## src/sv/http_request_header_framer_core_macros.svh

```systemverilog
// Assertion macros used by the header framer top level.
`ifndef HTTP_REQUEST_HEADER_FRAMER_CORE_MACROS_SVH
`define HTTP_REQUEST_HEADER_FRAMER_CORE_MACROS_SVH

// Same-cycle implication, disabled during reset.
`define HRF_ASSERT_NOW(label, clk, rst, ante, cons, msg) \
   label: assert property (@(posedge clk) disable iff (rst) (ante) |-> (cons)) \
      else $error(msg);

// Next-cycle implication, disabled during reset.
`define HRF_ASSERT_NEXT(label, clk, rst, ante, cons, msg) \
   label: assert property (@(posedge clk) disable iff (rst) (ante) |=> (cons)) \
      else $error(msg);

`endif

```

## src/sv/hrf_pkg.sv

```systemverilog
// Types, constants and helper functions for the HTTP request header framer.
`timescale 1ns / 1ps

package hrf_pkg;

   localparam int POSITION_WIDTH = 16;
   localparam int LENGTH_WIDTH   = 32;
   localparam int BODY_WIDTH     = 32;
   localparam int CMP_WIDTH      = (LENGTH_WIDTH > BODY_WIDTH) ? LENGTH_WIDTH : BODY_WIDTH;
   localparam int ACC_WIDTH      = LENGTH_WIDTH + 4;

   localparam logic [POSITION_WIDTH-1:0] POS_MAX  = '1;
   localparam logic [LENGTH_WIDTH-1:0]   LEN_MAX  = '1;
   localparam logic [BODY_WIDTH-1:0]     BODY_MAX = '1;

   localparam logic [7:0] CH_CR      = 8'h0D;
   localparam logic [7:0] CH_LF      = 8'h0A;
   localparam logic [7:0] CH_COLON   = 8'h3A;
   localparam logic [7:0] CH_SPACE   = 8'h20;
   localparam logic [7:0] CH_ZERO    = 8'h30;
   localparam logic [7:0] CH_NINE    = 8'h39;
   localparam logic [7:0] CH_UPPER_A = 8'h41;
   localparam logic [7:0] CH_UPPER_Z = 8'h5A;
   localparam logic [7:0] CASE_SHIFT = 8'h20;

   localparam logic [3:0] KEY_LEN = 4'd14;

   typedef enum logic [3:0] {
      ST_RL           = 4'd0,
      ST_RL_CR        = 4'd1,
      ST_RL_CRLF      = 4'd2,
      ST_RL_CRLFCR    = 4'd3,
      ST_KEY          = 4'd4,
      ST_KEY_COLON    = 4'd5,
      ST_KEY_COLON_SP = 4'd6,
      ST_VALUE        = 4'd7,
      ST_VALUE_CR     = 4'd8,
      ST_VALUE_CRLF   = 4'd9,
      ST_VALUE_CRLFCR = 4'd10,
      ST_CONTENT      = 4'd11,
      ST_ERROR        = 4'd12
   } parse_state_type;

   typedef enum logic [1:0] {
      STAT_INCOMPLETE = 2'd0,
      STAT_DONE       = 2'd1,
      STAT_ERROR      = 2'd2
   } status_type;

   typedef enum logic [2:0] {
      EV_NONE      = 3'd0,
      EV_FIRST_KEY = 3'd1,
      EV_KEY       = 3'd2,
      EV_VALUE     = 3'd3,
      EV_PAIR      = 3'd4,
      EV_BODY      = 3'd5
   } event_type;

   typedef struct packed {
      logic [7:0]                out_byte;
      logic [POSITION_WIDTH-1:0] byte_index;
      event_type                 event_res;
      logic [POSITION_WIDTH-1:0] stored_key_index;
      status_type                status;
      logic [LENGTH_WIDTH-1:0]   content_length;
      logic [POSITION_WIDTH-1:0] uri_start;
      logic [POSITION_WIDTH-1:0] body_start;
   } result_type;

   function automatic logic [POSITION_WIDTH-1:0] pos_inc(input logic [POSITION_WIDTH-1:0] p);
      pos_inc = (p != POS_MAX) ? p + 1'b1 : p;
   endfunction

   // "content-length", one character per match position
   function automatic logic [7:0] key_char_at(input logic [3:0] i);
      logic [7:0] c;
      case (i)
         4'd0:    c = 8'h63;
         4'd1:    c = 8'h6F;
         4'd2:    c = 8'h6E;
         4'd3:    c = 8'h74;
         4'd4:    c = 8'h65;
         4'd5:    c = 8'h6E;
         4'd6:    c = 8'h74;
         4'd7:    c = 8'h2D;
         4'd8:    c = 8'h6C;
         4'd9:    c = 8'h65;
         4'd10:   c = 8'h6E;
         4'd11:   c = 8'h67;
         4'd12:   c = 8'h74;
         4'd13:   c = 8'h68;
         default: c = 8'h00;
      endcase
      key_char_at = c;
   endfunction

   // acc * 10 + digit, saturating at the top of the length range
   function automatic logic [LENGTH_WIDTH-1:0] accum_digit(
      input logic [LENGTH_WIDTH-1:0] acc,
      input logic [3:0]              digit
   );
      logic [ACC_WIDTH-1:0] wide;
      logic [ACC_WIDTH-1:0] acc_x;
      acc_x = ACC_WIDTH'(acc);
      wide  = (acc_x << 3) + (acc_x << 1) + ACC_WIDTH'(digit);
      accum_digit = (wide > ACC_WIDTH'(LEN_MAX)) ? LEN_MAX : wide[LENGTH_WIDTH-1:0];
   endfunction

endpackage

```

## src/sv/hrf_parse_core.sv

```systemverilog
// Per-byte header state machine, key matcher, length decoder and status logic.
`timescale 1ns / 1ps

module hrf_parse_core (
   input  logic                clock,
   input  logic                reset,
   input  logic                fire,
   input  logic [7:0]          data_byte,
   output hrf_pkg::result_type result
);

   hrf_pkg::parse_state_type                state_ff, state_in;
   hrf_pkg::status_type                     status_ff, status_in;
   logic [hrf_pkg::POSITION_WIDTH-1:0]      pos_ff, pos_in;
   logic [hrf_pkg::POSITION_WIDTH-1:0]      key_start_ff, key_start_in;
   logic [hrf_pkg::POSITION_WIDTH-1:0]      body_start_ff, body_start_in;
   logic [hrf_pkg::POSITION_WIDTH-1:0]      uri_start_ff, uri_start_in;
   logic [3:0]                              match_cnt_ff, match_cnt_in;
   logic                                    match_ok_ff, match_ok_in;
   logic                                    length_seen_ff, length_seen_in;
   logic [hrf_pkg::LENGTH_WIDTH-1:0]        accum_ff, accum_in;
   logic [1:0]                              space_cnt_ff, space_cnt_in;
   logic [hrf_pkg::BODY_WIDTH-1:0]          body_cnt_ff, body_cnt_in;

   logic [7:0]                              lc;
   logic [7:0]                              ob;
   logic                                    is_digit;
   logic                                    value_active;
   logic                                    lc_is_key0;
   logic [hrf_pkg::LENGTH_WIDTH-1:0]        clen;
   hrf_pkg::event_type                      ev;
   logic [hrf_pkg::POSITION_WIDTH-1:0]      stored;

   always_ff @(posedge clock) begin
      if (reset) begin
         state_ff       <= hrf_pkg::ST_RL;
         status_ff      <= hrf_pkg::STAT_INCOMPLETE;
         pos_ff         <= '0;
         key_start_ff   <= '0;
         body_start_ff  <= '0;
         uri_start_ff   <= '0;
         match_cnt_ff   <= '0;
         match_ok_ff    <= 1'b0;
         length_seen_ff <= 1'b0;
         accum_ff       <= '0;
         space_cnt_ff   <= '0;
         body_cnt_ff    <= '0;
      end else if (fire) begin
         state_ff       <= state_in;
         status_ff      <= status_in;
         pos_ff         <= pos_in;
         key_start_ff   <= key_start_in;
         body_start_ff  <= body_start_in;
         uri_start_ff   <= uri_start_in;
         match_cnt_ff   <= match_cnt_in;
         match_ok_ff    <= match_ok_in;
         length_seen_ff <= length_seen_in;
         accum_ff       <= accum_in;
         space_cnt_ff   <= space_cnt_in;
         body_cnt_ff    <= body_cnt_in;
      end
   end

   always_comb begin
      state_in       = state_ff;
      status_in      = status_ff;
      pos_in         = pos_ff;
      key_start_in   = key_start_ff;
      body_start_in  = body_start_ff;
      uri_start_in   = uri_start_ff;
      match_cnt_in   = match_cnt_ff;
      match_ok_in    = match_ok_ff;
      length_seen_in = length_seen_ff;
      accum_in       = accum_ff;
      space_cnt_in   = space_cnt_ff;
      body_cnt_in    = body_cnt_ff;

      lc = (data_byte >= hrf_pkg::CH_UPPER_A && data_byte <= hrf_pkg::CH_UPPER_Z) ?
           data_byte + hrf_pkg::CASE_SHIFT : data_byte;
      ob           = data_byte;
      ev           = hrf_pkg::EV_NONE;
      stored       = '0;
      is_digit     = (data_byte >= hrf_pkg::CH_ZERO) && (data_byte <= hrf_pkg::CH_NINE);
      value_active = !length_seen_ff && match_ok_ff;
      lc_is_key0   = (lc == hrf_pkg::key_char_at(4'd0));

      if (status_ff == hrf_pkg::STAT_INCOMPLETE) begin
         state_in = hrf_pkg::ST_ERROR;
         pos_in   = hrf_pkg::pos_inc(pos_ff);
         if (data_byte == hrf_pkg::CH_SPACE) begin
            if (space_cnt_ff == 2'd0)
               uri_start_in = hrf_pkg::pos_inc(pos_ff);
            if (space_cnt_ff < 2'd2)
               space_cnt_in = space_cnt_ff + 2'd1;
         end

         case (state_ff)
            hrf_pkg::ST_RL: begin
               state_in = hrf_pkg::ST_RL;
               if (data_byte == hrf_pkg::CH_CR) begin
                  state_in = hrf_pkg::ST_RL_CR;
                  ob       = 8'h00;
               end
            end
            hrf_pkg::ST_RL_CR: begin
               if (data_byte == hrf_pkg::CH_LF)
                  state_in = hrf_pkg::ST_RL_CRLF;
            end
            hrf_pkg::ST_RL_CRLF, hrf_pkg::ST_VALUE_CRLF: begin
               if (data_byte == hrf_pkg::CH_CR) begin
                  state_in = (state_ff == hrf_pkg::ST_RL_CRLF) ?
                             hrf_pkg::ST_RL_CRLFCR : hrf_pkg::ST_VALUE_CRLFCR;
               end else begin
                  state_in     = hrf_pkg::ST_KEY;
                  ob           = lc;
                  ev           = (state_ff == hrf_pkg::ST_RL_CRLF) ?
                                 hrf_pkg::EV_FIRST_KEY : hrf_pkg::EV_KEY;
                  key_start_in = pos_ff;
                  match_ok_in  = lc_is_key0;
                  match_cnt_in = lc_is_key0 ? 4'd1 : 4'd0;
                  if (!length_seen_ff)
                     accum_in = '0;
               end
            end
            hrf_pkg::ST_RL_CRLFCR, hrf_pkg::ST_VALUE_CRLFCR: begin
               if (data_byte == hrf_pkg::CH_LF) begin
                  state_in      = hrf_pkg::ST_CONTENT;
                  ev            = hrf_pkg::EV_BODY;
                  body_start_in = hrf_pkg::pos_inc(pos_ff);
               end
            end
            hrf_pkg::ST_KEY: begin
               if (data_byte == hrf_pkg::CH_COLON) begin
                  state_in    = hrf_pkg::ST_KEY_COLON;
                  ob          = 8'h00;
                  match_ok_in = match_ok_ff && (match_cnt_ff == hrf_pkg::KEY_LEN);
               end else begin
                  state_in = hrf_pkg::ST_KEY;
                  ob       = lc;
                  if (match_ok_ff && match_cnt_ff < hrf_pkg::KEY_LEN &&
                      lc == hrf_pkg::key_char_at(match_cnt_ff))
                     match_cnt_in = match_cnt_ff + 4'd1;
                  else
                     match_ok_in = 1'b0;
               end
            end
            hrf_pkg::ST_KEY_COLON: begin
               if (data_byte == hrf_pkg::CH_SPACE)
                  state_in = hrf_pkg::ST_KEY_COLON_SP;
            end
            hrf_pkg::ST_KEY_COLON_SP, hrf_pkg::ST_VALUE: begin
               if (state_ff == hrf_pkg::ST_VALUE && data_byte == hrf_pkg::CH_CR) begin
                  state_in = hrf_pkg::ST_VALUE_CR;
                  ob       = 8'h00;
                  ev       = hrf_pkg::EV_PAIR;
                  stored   = key_start_ff;
                  if (match_ok_ff)
                     length_seen_in = 1'b1;
               end else begin
                  state_in = hrf_pkg::ST_VALUE;
                  if (state_ff == hrf_pkg::ST_KEY_COLON_SP)
                     ev = hrf_pkg::EV_VALUE;
                  if (value_active) begin
                     if (is_digit) begin
                        accum_in = hrf_pkg::accum_digit(accum_ff,
                                                        4'(data_byte - hrf_pkg::CH_ZERO));
                     end else begin
                        match_ok_in = 1'b0;
                        accum_in    = '0;
                     end
                  end
               end
            end
            hrf_pkg::ST_VALUE_CR: begin
               if (data_byte == hrf_pkg::CH_LF)
                  state_in = hrf_pkg::ST_VALUE_CRLF;
            end
            hrf_pkg::ST_CONTENT: begin
               state_in = hrf_pkg::ST_CONTENT;
               if (body_cnt_ff != hrf_pkg::BODY_MAX)
                  body_cnt_in = body_cnt_ff + 1'b1;
            end
            default: begin
               state_in = hrf_pkg::ST_ERROR;
            end
         endcase

         clen = length_seen_in ? accum_in : '0;
         if (state_in == hrf_pkg::ST_ERROR) begin
            status_in = hrf_pkg::STAT_ERROR;
         end else if (state_in == hrf_pkg::ST_CONTENT) begin
            if (clen == '0 ||
                hrf_pkg::CMP_WIDTH'(body_cnt_in) >= hrf_pkg::CMP_WIDTH'(clen))
               status_in = (space_cnt_in == 2'd2) ? hrf_pkg::STAT_DONE : hrf_pkg::STAT_ERROR;
         end
      end

      clen = length_seen_in ? accum_in : '0;

      result.out_byte         = ob;
      result.byte_index       = pos_ff;
      result.event_res        = ev;
      result.stored_key_index = stored;
      result.status           = status_in;
      result.content_length   = clen;
      result.uri_start        = (status_in == hrf_pkg::STAT_DONE) ? uri_start_in : '0;
      result.body_start       = body_start_in;
   end

endmodule

```

## src/sv/hrf_out_stage.sv

```systemverilog
// Result register with valid/stall handshake toward the consumer.
`timescale 1ns / 1ps

module hrf_out_stage (
   input  logic                clock,
   input  logic                reset,
   input  logic                load,
   input  hrf_pkg::result_type result_in,
   input  logic                rsp_stall,
   output logic                ready,
   output logic                valid,
   output hrf_pkg::result_type result_out
);

   logic                valid_ff, valid_in;
   hrf_pkg::result_type result_ff;

   assign ready    = !valid_ff || !rsp_stall;
   assign valid_in = load || (valid_ff && rsp_stall);

   always_ff @(posedge clock) begin
      if (reset) begin
         valid_ff <= 1'b0;
      end else begin
         valid_ff <= valid_in;
      end
   end

   always_ff @(posedge clock) begin
      if (load) begin
         result_ff <= result_in;
      end
   end

   assign valid      = valid_ff;
   assign result_out = result_ff;

endmodule

```

## src/sv/http_request_header_framer_core.sv

```systemverilog
// Top level of the HTTP request header framer: input register, parser, result register.
`timescale 1ns / 1ps
`include "http_request_header_framer_core_macros.svh"

// Takes one request byte per transaction and returns one result transaction per byte:
// the byte lowercased in header keys or zeroed at the key colon and at the CR ending the
// request line or a value, its position, an event code, the decoded content-length and
// a sticky incomplete/done/error status. Sustained rate is one byte per clock while the
// response side does not stall. A byte passes two register stages, the input register
// and the result register; the whole per-byte parse step is evaluated combinationally
// between them. Both sides stall independently without losing or repeating a transaction.
module http_request_header_framer_core (
   input  logic                                clock,
   input  logic                                reset,
   input  logic                                req_valid,
   output logic                                req_stall,
   input  logic [7:0]                          req_data_byte,
   output logic                                rsp_valid,
   input  logic                                rsp_stall,
   output logic [7:0]                          rsp_out_byte,
   output logic [hrf_pkg::POSITION_WIDTH-1:0]  rsp_byte_index,
   output logic [2:0]                          rsp_event_res,
   output logic [hrf_pkg::POSITION_WIDTH-1:0]  rsp_stored_key_index,
   output logic [1:0]                          rsp_status,
   output logic [hrf_pkg::LENGTH_WIDTH-1:0]    rsp_content_length,
   output logic [hrf_pkg::POSITION_WIDTH-1:0]  rsp_uri_start,
   output logic [hrf_pkg::POSITION_WIDTH-1:0]  rsp_body_start
);

   logic                in_valid_ff, in_valid_in;
   logic [7:0]          in_byte_ff;
   logic                out_ready;
   logic                advance;
   logic                req_take;
   hrf_pkg::result_type parse_result;
   hrf_pkg::result_type out_result;

   assign advance     = in_valid_ff && out_ready;
   assign req_stall   = in_valid_ff && !out_ready;
   assign req_take    = req_valid && !req_stall;
   assign in_valid_in = req_take || (in_valid_ff && !advance);

   always_ff @(posedge clock) begin
      if (reset) begin
         in_valid_ff <= 1'b0;
      end else begin
         in_valid_ff <= in_valid_in;
      end
   end

   always_ff @(posedge clock) begin
      if (req_take) begin
         in_byte_ff <= req_data_byte;
      end
   end

   hrf_parse_core u_parse (
      .clock     (clock),
      .reset     (reset),
      .fire      (advance),
      .data_byte (in_byte_ff),
      .result    (parse_result)
   );

   hrf_out_stage u_out (
      .clock      (clock),
      .reset      (reset),
      .load       (advance),
      .result_in  (parse_result),
      .rsp_stall  (rsp_stall),
      .ready      (out_ready),
      .valid      (rsp_valid),
      .result_out (out_result)
   );

   assign rsp_out_byte         = out_result.out_byte;
   assign rsp_byte_index       = out_result.byte_index;
   assign rsp_event_res        = 3'(out_result.event_res);
   assign rsp_stored_key_index = out_result.stored_key_index;
   assign rsp_status           = 2'(out_result.status);
   assign rsp_content_length   = out_result.content_length;
   assign rsp_uri_start        = out_result.uri_start;
   assign rsp_body_start       = out_result.body_start;

   `HRF_ASSERT_NEXT(a_done_sticky, clock, reset, rsp_valid && !rsp_stall && rsp_status == 2'(hrf_pkg::STAT_DONE), !rsp_valid || rsp_status == 2'(hrf_pkg::STAT_DONE), "done status not sticky")
   `HRF_ASSERT_NOW(a_uri_when_done, clock, reset, rsp_valid && rsp_status != 2'(hrf_pkg::STAT_DONE), rsp_uri_start == '0, "uri start shown before done")
   `HRF_ASSERT_NOW(a_stored_on_pair, clock, reset, rsp_valid && rsp_event_res != 3'(hrf_pkg::EV_PAIR), rsp_stored_key_index == '0, "stored key index outside pair event")
   `HRF_ASSERT_NEXT(a_in_hold, clock, reset, in_valid_ff && !advance, in_valid_ff && $stable(in_byte_ff), "held input transaction lost")

endmodule
```

## config.mk

```make
export PLATFORM = sky130hd
export DESIGN_NAME = http_request_header_framer_core
export DESIGN_NICKNAME = d
export VERILOG_FILES = /design/src/sv/hrf_pkg.sv /design/src/sv/hrf_parse_core.sv /design/src/sv/hrf_out_stage.sv /design/src/sv/http_request_header_framer_core.sv
export VERILOG_INCLUDE_DIRS = /design/src /design/src/sv
export SDC_FILE = /design/constraint.sdc
export NUM_CORES = 1
export LEC_CHECK = 0
export BUFFER_PORTS_ARGS = -buffer_cell sky130_fd_sc_hd__clkbuf_2
export CORE_UTILIZATION = 63
export CTS_BUF_LIST = sky130_fd_sc_hd__clkbuf_4 sky130_fd_sc_hd__clkbuf_8
export DETAILED_ROUTE_END_ITERATION = 8
export PLACE_DENSITY_LB_ADDON = 0.05
export SLEW_MARGIN = 5
export SYNTH_ARGS = -nofsm -noshare
export SYNTH_HDL_FRONTEND = slang
export SYNTH_HIERARCHICAL = 1
export SYNTH_SLANG_ARGS = --single-unit
```

## constraint.sdc

```tcl
create_clock -name clock -period 9.67 [get_ports clock]
set_clock_uncertainty 0.1 [all_clocks]
set_input_delay 0 -clock clock [delete_from_list [all_inputs] [get_ports clock]]
set_output_delay 0 -clock clock [all_outputs]
set_load 0.02 [all_outputs]
```

== Word level (Yosys, flattened, before mapping) ==
Memory sizes are Yosys's and may differ from the RTL's. A register that Yosys moved wholly into a read port is not among the register bits.
Cells that the tools add are included.

* Bitwise logic cells: 1
* Mux-type cells: 74
* Divide/modulo/power cells: 0
* Shift-type cells: 0
* Reduce and logical (&&, ||, !) cells: 36
* Magnitude comparators: 8
* Equal/unequal tests: 31
* Multiply operators: 0
* Add/subtract/negate cells: 8

{| class="wikitable"
|+ Operator list
! kind !! number
|-
| $mux W32 || 12
|-
| $mux W16 || 7
|-
| $mux W8 || 9
|-
| $pmux W32 S2 || 1
|-
| $mux W4 || 11
|-
| $add A35 B33 Y36 || 1
|-
| $add A36 B4 Y36 || 1
|-
| $gt A36 B32 Y1 const B || 1
|-
| $pmux W4 S9 || 1
|-
| $add A32 B1 Y32 const B || 1
|-
| $ge A32 B32 Y1 || 1
|-
| $logic_not A32 Y1 || 1
|-
| $ne A32 B32 Y1 const B || 1
|-
| $pmux W8 S4 || 1
|-
| $eq A4 B4 Y1 const B || 7
|-
| $mux W2 || 10
|-
| $add A16 B1 Y16 const B || 1
|-
| $eq A4 B3 Y1 const B || 4
|-
| $eq A8 B4 Y1 const B || 2
|-
| $eq A8 B6 Y1 const B || 2
|-
| $ne A16 B16 Y1 const B || 1
|-
| $mux W3 || 5
|-
| $mux W1 || 14
|-
| $logic_and A1 B1 Y1 || 12
|-
| other kinds (35) || 51
|}

* Logic and storage cells: 182
* Memories: 1
* Input bits: 12
* RAM bits: 0
* Register bits: 261
* Output and inout bits: 111
* Memory bits (read-only): 112
* Bits in latches: 0

{| class="wikitable"
|+ Memories
! memory !! depth !! width !! read ports !! clocked after memory_dff !! write ports !! RTL line !! RTL
|-
| (no name shown) || 16 || 7 || 1 || 1 || 0 || hrf_pkg.sv:77 || <nowiki>case (i)</nowiki>
|}

== Logic depth before layout (Yosys ltp) ==
* Word-level depth: 17
* Depth in mapped cells: 29

== Modules after synthesis ==
The synthesis kept the hierarchy.

{| class="wikitable"
|+ By module, submodules not included
! module !! area each (um^2) !! cells an instance !! seq. area each (um^2) !! instances
|-
| hrf_parse_core || 12844.8 || 1730 || 2982.9 || 1
|-
| hrf_out_stage || 3305.7 || 113 || 3293.2 || 1
|-
| http_request_header_framer_core || 296.5 || 13 || 260.2 || 1
|}

== Worst setup path after synthesis ==
Ideal clock, no wire load.

* Path type: register -> register
* Start point: reg in_byte_ff[3]
* End point: reg u_out.result_ff, in the netlist u_out/result_out[21], data pin
* Cell stages (with the launch flop): 30
* Required time: 9.306 ns
* Setup time: 0.264 ns
* Arrival time: 6.897 ns
* Clock period less this slack: 7.261 ns
* Setup slack: 2.409 ns
* Buffers on the path: 4
* Cell sequence: edfxtp_1 -> clkbuf_1 -> clkbuf_1 -> inv_1 -> fa_1 -> inv_1 -> fa_1 -> a211oi_1 -> o211a_1 -> nor3_1 -> or4b_4 -> and3_1 -> a311o_1 -> or3_1 -> buf_2 -> nor2_1 -> a2bb2oi_1 -> nor2_1 -> ha_1 -> nand2b_1 -> a21o_1 -> a21o_1 -> a21o_1 -> a21o_1 -> a2111oi_0 -> o21a_1 -> o211ai_1 -> a31oi_1 -> buf_2 -> a21oi_1

* Longest elaborated chain between the ends: 17
* Elaborated cells between the ends (all ways): 48
* Those cells by class: add/sub (2); order compare (4); eq/ne (8); mux (30); reduce/logical (4)

{| class="wikitable"
|+ RTL lines
! what !! RTL line !! RTL
|-
| start, declared || http_request_header_framer_core.sv:31 || <nowiki>logic [7:0] in_byte_ff;</nowiki>
|-
| start signal, assigned || http_request_header_framer_core.sv:53 || <nowiki>in_byte_ff <= req_data_byte;</nowiki>
|-
| $sub A4 B1 Y4 || hrf_parse_core.sv:166 || <nowiki>4'(data_byte - hrf_pkg::CH_ZERO));</nowiki>
|-
| $add A36 B4 Y36 || hrf_pkg.sv:105 || <nowiki>wide = (acc_x << 3) + (acc_x << 1) + ACC_WIDTH'(digit);</nowiki>
|-
| $gt A36 B32 Y1 || hrf_pkg.sv:106 || <nowiki>accum_digit = (wide > ACC_WIDTH'(LEN_MAX)) ? LEN_MAX : wide[LENGTH_WIDTH-1:0];</nowiki>
|-
| $mux W32 || hrf_pkg.sv:106 ||
|-
| $mux W32 || hrf_parse_core.sv:164 || <nowiki>if (is_digit) begin</nowiki>
|-
| $mux W32 || hrf_parse_core.sv:163 || <nowiki>if (value_active) begin</nowiki>
|-
| $mux W32 || hrf_parse_core.sv:152 || <nowiki>if (state_ff == hrf_pkg::ST_VALUE && data_byte == hrf_pkg::CH_CR) begin</nowiki>
|-
| $pmux W32 S2 || hrf_parse_core.sv:97 || <nowiki>case (state_ff)</nowiki>
|-
| $mux W32 || hrf_parse_core.sv:87 || <nowiki>if (status_ff == hrf_pkg::STAT_INCOMPLETE) begin</nowiki>
|-
| $mux W32 || hrf_parse_core.sv:188 || <nowiki>clen = length_seen_in ? accum_in : '0;</nowiki>
|-
| $ge A32 B32 Y1 or $logic_not A32 Y1 (tied branches) || hrf_parse_core.sv:193, hrf_parse_core.sv:192 ||
|-
| $logic_or A1 B1 Y1 || hrf_parse_core.sv:192 || <nowiki>if (clen == '0 ||</nowiki>
|-
| $mux W2 || hrf_parse_core.sv:192 ||
|-
| $mux W2 || hrf_parse_core.sv:191 || <nowiki>end else if (state_in == hrf_pkg::ST_CONTENT) begin</nowiki>
|-
| $mux W2 || hrf_parse_core.sv:189 || <nowiki>if (state_in == hrf_pkg::ST_ERROR) begin</nowiki>
|-
| $mux W2 || hrf_parse_core.sv:87 ||
|-
| $eq A2 B1 Y1 || hrf_parse_core.sv:206 || <nowiki>result.uri_start = (status_in == hrf_pkg::STAT_DONE) ? uri_start_in : '0;</nowiki>
|-
| end signal, assigned || hrf_out_stage.sv:31 || <nowiki>result_ff <= result_in;</nowiki>
|-
| end, declared || hrf_out_stage.sv:16 || <nowiki>hrf_pkg::result_type result_ff;</nowiki>
|}

Several ways; a longest one is shown, not always the timed one. The select of a mux whose other input is x is not followed.
A chain may end at the register's enable or synchronous reset.

== Worst setup path in the final report ==
* Start point: reg in_byte_ff[3]
* End point: reg u_out.result_ff, in the netlist u_out/result_out[31], data pin

The elaborated chain is that of the path after synthesis.

==> key figures <==
Clocking
  – Worst-path clk slew: 0.06 ns
  – H-tree levels: 2
  – CTS Sinks: 268
  – Worst-skew pair later-pin latency: 0.57 ns
  – Clock Path Buffers: 3
  – TritonCTS buffer count: 43
  – Root Buffer: clkbuf_8
  – CTS tree: yes

Die
  – Die height: 164 µm
  – Initial Utilization: 0.648
  – FP Rows: 58
  – Core area: 25400 µm²
  – Die X-Extent: 164 µm
  – Die ar.: 26800 µm²
  – IO Count: 123

Synth
  – Sequential area share after synthesis: 0.397
  – EDFF count, synth: 117
  – Yosys warns: 6
  – Cell variety after synth: 92
  – Syn nets: 1979
  – Ranking of synthesized cells by area: edfxtp_1 21%, dfxtp_1 18%, ha_1 8.3%
  – Synth async-reset ratio: 0
  – Synth area leader: edfxtp_1
  – Synthesis-stage register bit count: 268
  – Main synth FF type: dfxtp_1
  – Mapped Cells: 1856
  – Post-synthesis cell area: 16400 µm²
  – Synthesized area per cell: 8.86 µm²
  – Synth top area share: 0.214

Critical path
  – Worst setup SP type: register
  – Data arrival, critical path: 8.60 ns
  – Kind of cell adding the most delay to the critical path: compound AO/OA/AOI/OAI gates
  – CP dominant cell by count: a21o_1
  – CP max FO: 21
  – Crit path kind: reg2reg
  – Crit. End Element: register
  – Buf/Inv on CP: 2
  – Slowest stage cell, crit path: a31oi_2
  – CP peak stage delay: 0.94 ns
  – Required @ worst endpoint: 9.83 ns

Pwr
  – Power Density: 137 nW/µm²
  – Design Power: 0.00249 W
  – Worst vdd ir: 0.128 mV
  – Combinational share of power: 0.099
  – Leak: 7.00 nW
  – Switch share: 0.267
  – Clock Power Share: 0.400
  – Power share of the sequential group: 0.501
  – Psw: 0.000664 W
  – Internal Power: 0.00182 W

Place
  – Port bufs: 122
  – Post-DP HPWL: 33400 µm
  – Final Wtd Congestion: 0.984

Routing
  – Vias per cell: 6.42
  – DR pass1 iterations: 6
  – DRC Markers: 0
  – DRT Wirelength: 46600 µm
  – Initial DRC count: 1738
  – Routed len/inst: 20.2 µm
  – Total number of vias: 14800
  – Antenna viol nets, final: 0

Final layout
  – Most common cell after layout, fill and taps aside: nor2_1
  – Final net count: 2064
  – Area growth, synth to finish: 10.6%
  – # diodes: 0
  – Commonest cells after routing, fill and taps aside: 236 x nor2_1, 171 x nand2_1, 160 x a21oi_1, 151 x dfxtp_1, 121 x clkbuf_2
  – Fraction of layout cells with a size suffix above 1: 0.140

Min path
  – Hold Path Class: in2reg

Timing
  – Setup-failing EPs final: 0
  – Worst-margin pin slew: 1.24 ns
  – Final hold violations: 0
  – Setup_tns: 0 ns
  – Fmax: 118 MHz
  – Period minus WS final: 8.44 ns
  – Period utilization: 0.873
  – Final Slew Violations: 0
  – Slew Limit Headroom: 0.167
  – RSZ-0062 raised after global routing: false

Global route
  – Total track usage: 0.346
  – Pin count of the biggest net entering global routing: 98
  – Initial antenna violation count: 0
  – Vias in the first global route: 13600
  – Grt ovf: 0
  – First-pass GRT wire length: 72900 µm

Status
  – Status: finished, final reports clean

Run
  – Max-cap violation count: 0
==> layer usage <==
metal | vias up | GRT usage | wire [µm]
li1 | 6912 | - | -
met1 | 7029 | 0.504 | 20600
met2 | 752 | 0.522 | 20400
met3 | 100 | 0.0559 | 4310
met4 | 0 | 0.109 | 1250
met5 | - | 0 | 0
==> cells in the mapped netlist (8+ instances only) <==
master and count:
a211oi_1 75, a21boi_1 11, a21o_1 28, a21oi_1 160
a21oi_2 11, a221oi_1 12, a31oi_1 12, and2_1 32
and3_1 19, buf_1 8, buf_2 11, clkbuf_1 90
dfxtp_1 151, edfxtp_1 117, ha_1 109, inv_1 43
mux2i_1 40, nand2_1 171, nand2b_1 14, nand3_1 42
nand4_1 27, nor2_1 241, nor2b_1 15, nor3_1 31
nor4_1 10, o211ai_1 16, o21a_1 17, o21ai_0 64
o41ai_1 11, or2_2 26, or3_1 14, xnor2_1 47
xor2_1 63
==> final timing paths <==
path | startpoint | endpoint | slack, ns | cells past startpoint
setup / recovery | in_byte_ff[3]$_DFFE_PP_ | u_out/result_out[31]$_DFFE_PP_ | 1.23 | 25
hold reg to reg | u_parse/body_start_ff[15]$_SDFFE_PP0P_ | u_parse/body_start_ff[15]$_SDFFE_PP0P_ | 0.40 | 2
hold / removal | req_data_byte[1] | in_byte_ff[1]$_DFFE_PP_ | 0.05 | 2
setup reg to reg | in_byte_ff[3]$_DFFE_PP_ | u_out/result_out[31]$_DFFE_PP_ | 1.23 | 25
==> area by class of cell <==
type,instances,area [µm²]
multi-input cells,1432,9340
fillers,1937,7210
flip-flops and latches,268,6540
repair buffers,152,871
clock buffers,57,709
well taps,330,413
inverters,44,165
clock inverters,22,156
==> state kept, by name (all words and copies together) (netlist names), named ones only <==
register                flops
in_byte_ff                  8
in_valid_ff                 1
u_out/result_out          109
u_out/valid                 1
u_parse/accum_ff           32
u_parse/body_cnt_ff        32
u_parse/body_start_ff      16
u_parse/key_start_ff       16
u_parse/length_seen_ff      1
u_parse/match_cnt_ff        4
u_parse/match_ok_ff         1
u_parse/pos_ff             16
u_parse/space_cnt_ff        2
u_parse/state_ff            4
u_parse/status_ff           2
u_parse/uri_start_ff       16
==> per-stage QoR <==
stage / hold WS, ns / setup WS [ns] / cell area [µm²] / std cells / util
finish: 0.0520 / 1.23 / 18200 / 2305 / 0.716
global route: 0.0414 / 0.654 / 18200 / 2305 / 0.716
CTS: 0.0304 / 1.27 / 18200 / 2305 / 0.716
detailed placement: 0.0786 / 1.33 / 17200 / 2213 / 0.677
global placement: 0.0772 / 1.54 / 17200 / 2213 / 0.677
floorplan: -0.0276 / 2.41 / 16400 / 1856 / -
==> power by group through the flow <==
stage	clock (W)	sequential, W	combinational [W]
floorplan	0	0.00128	0.000147
global placement	0	0.00127	0.000234
detailed placement	0	0.00127	0.000236
CTS	0.00100	0.00125	0.000240
global route	0.00105	0.00125	0.000266
finish	0.000995	0.00125	0.000247
==> logic make-up after synthesis <==
logic type,after synthesis,share of synthesized area
and+or+nand+nor,687,0.203
AOI/OAI and AO/OA,478,0.190
DFF,268,0.397
buffers and inverters,156,0.0374
adders and majority gates,111,0.0854
xor gates and xnor gates,110,0.0586
muxes,46,0.0285
==> what timing repair did <==
| action | CTS | global route |
|---|---|---|
| endpoints found under the hold margin | 60 | 0 |
| gates resized for setup | 0 | 0 |
| hold buffers | 13 | 0 |
| buffers inserted | 0 | 0 |
(Power assumes the default switching activity.)
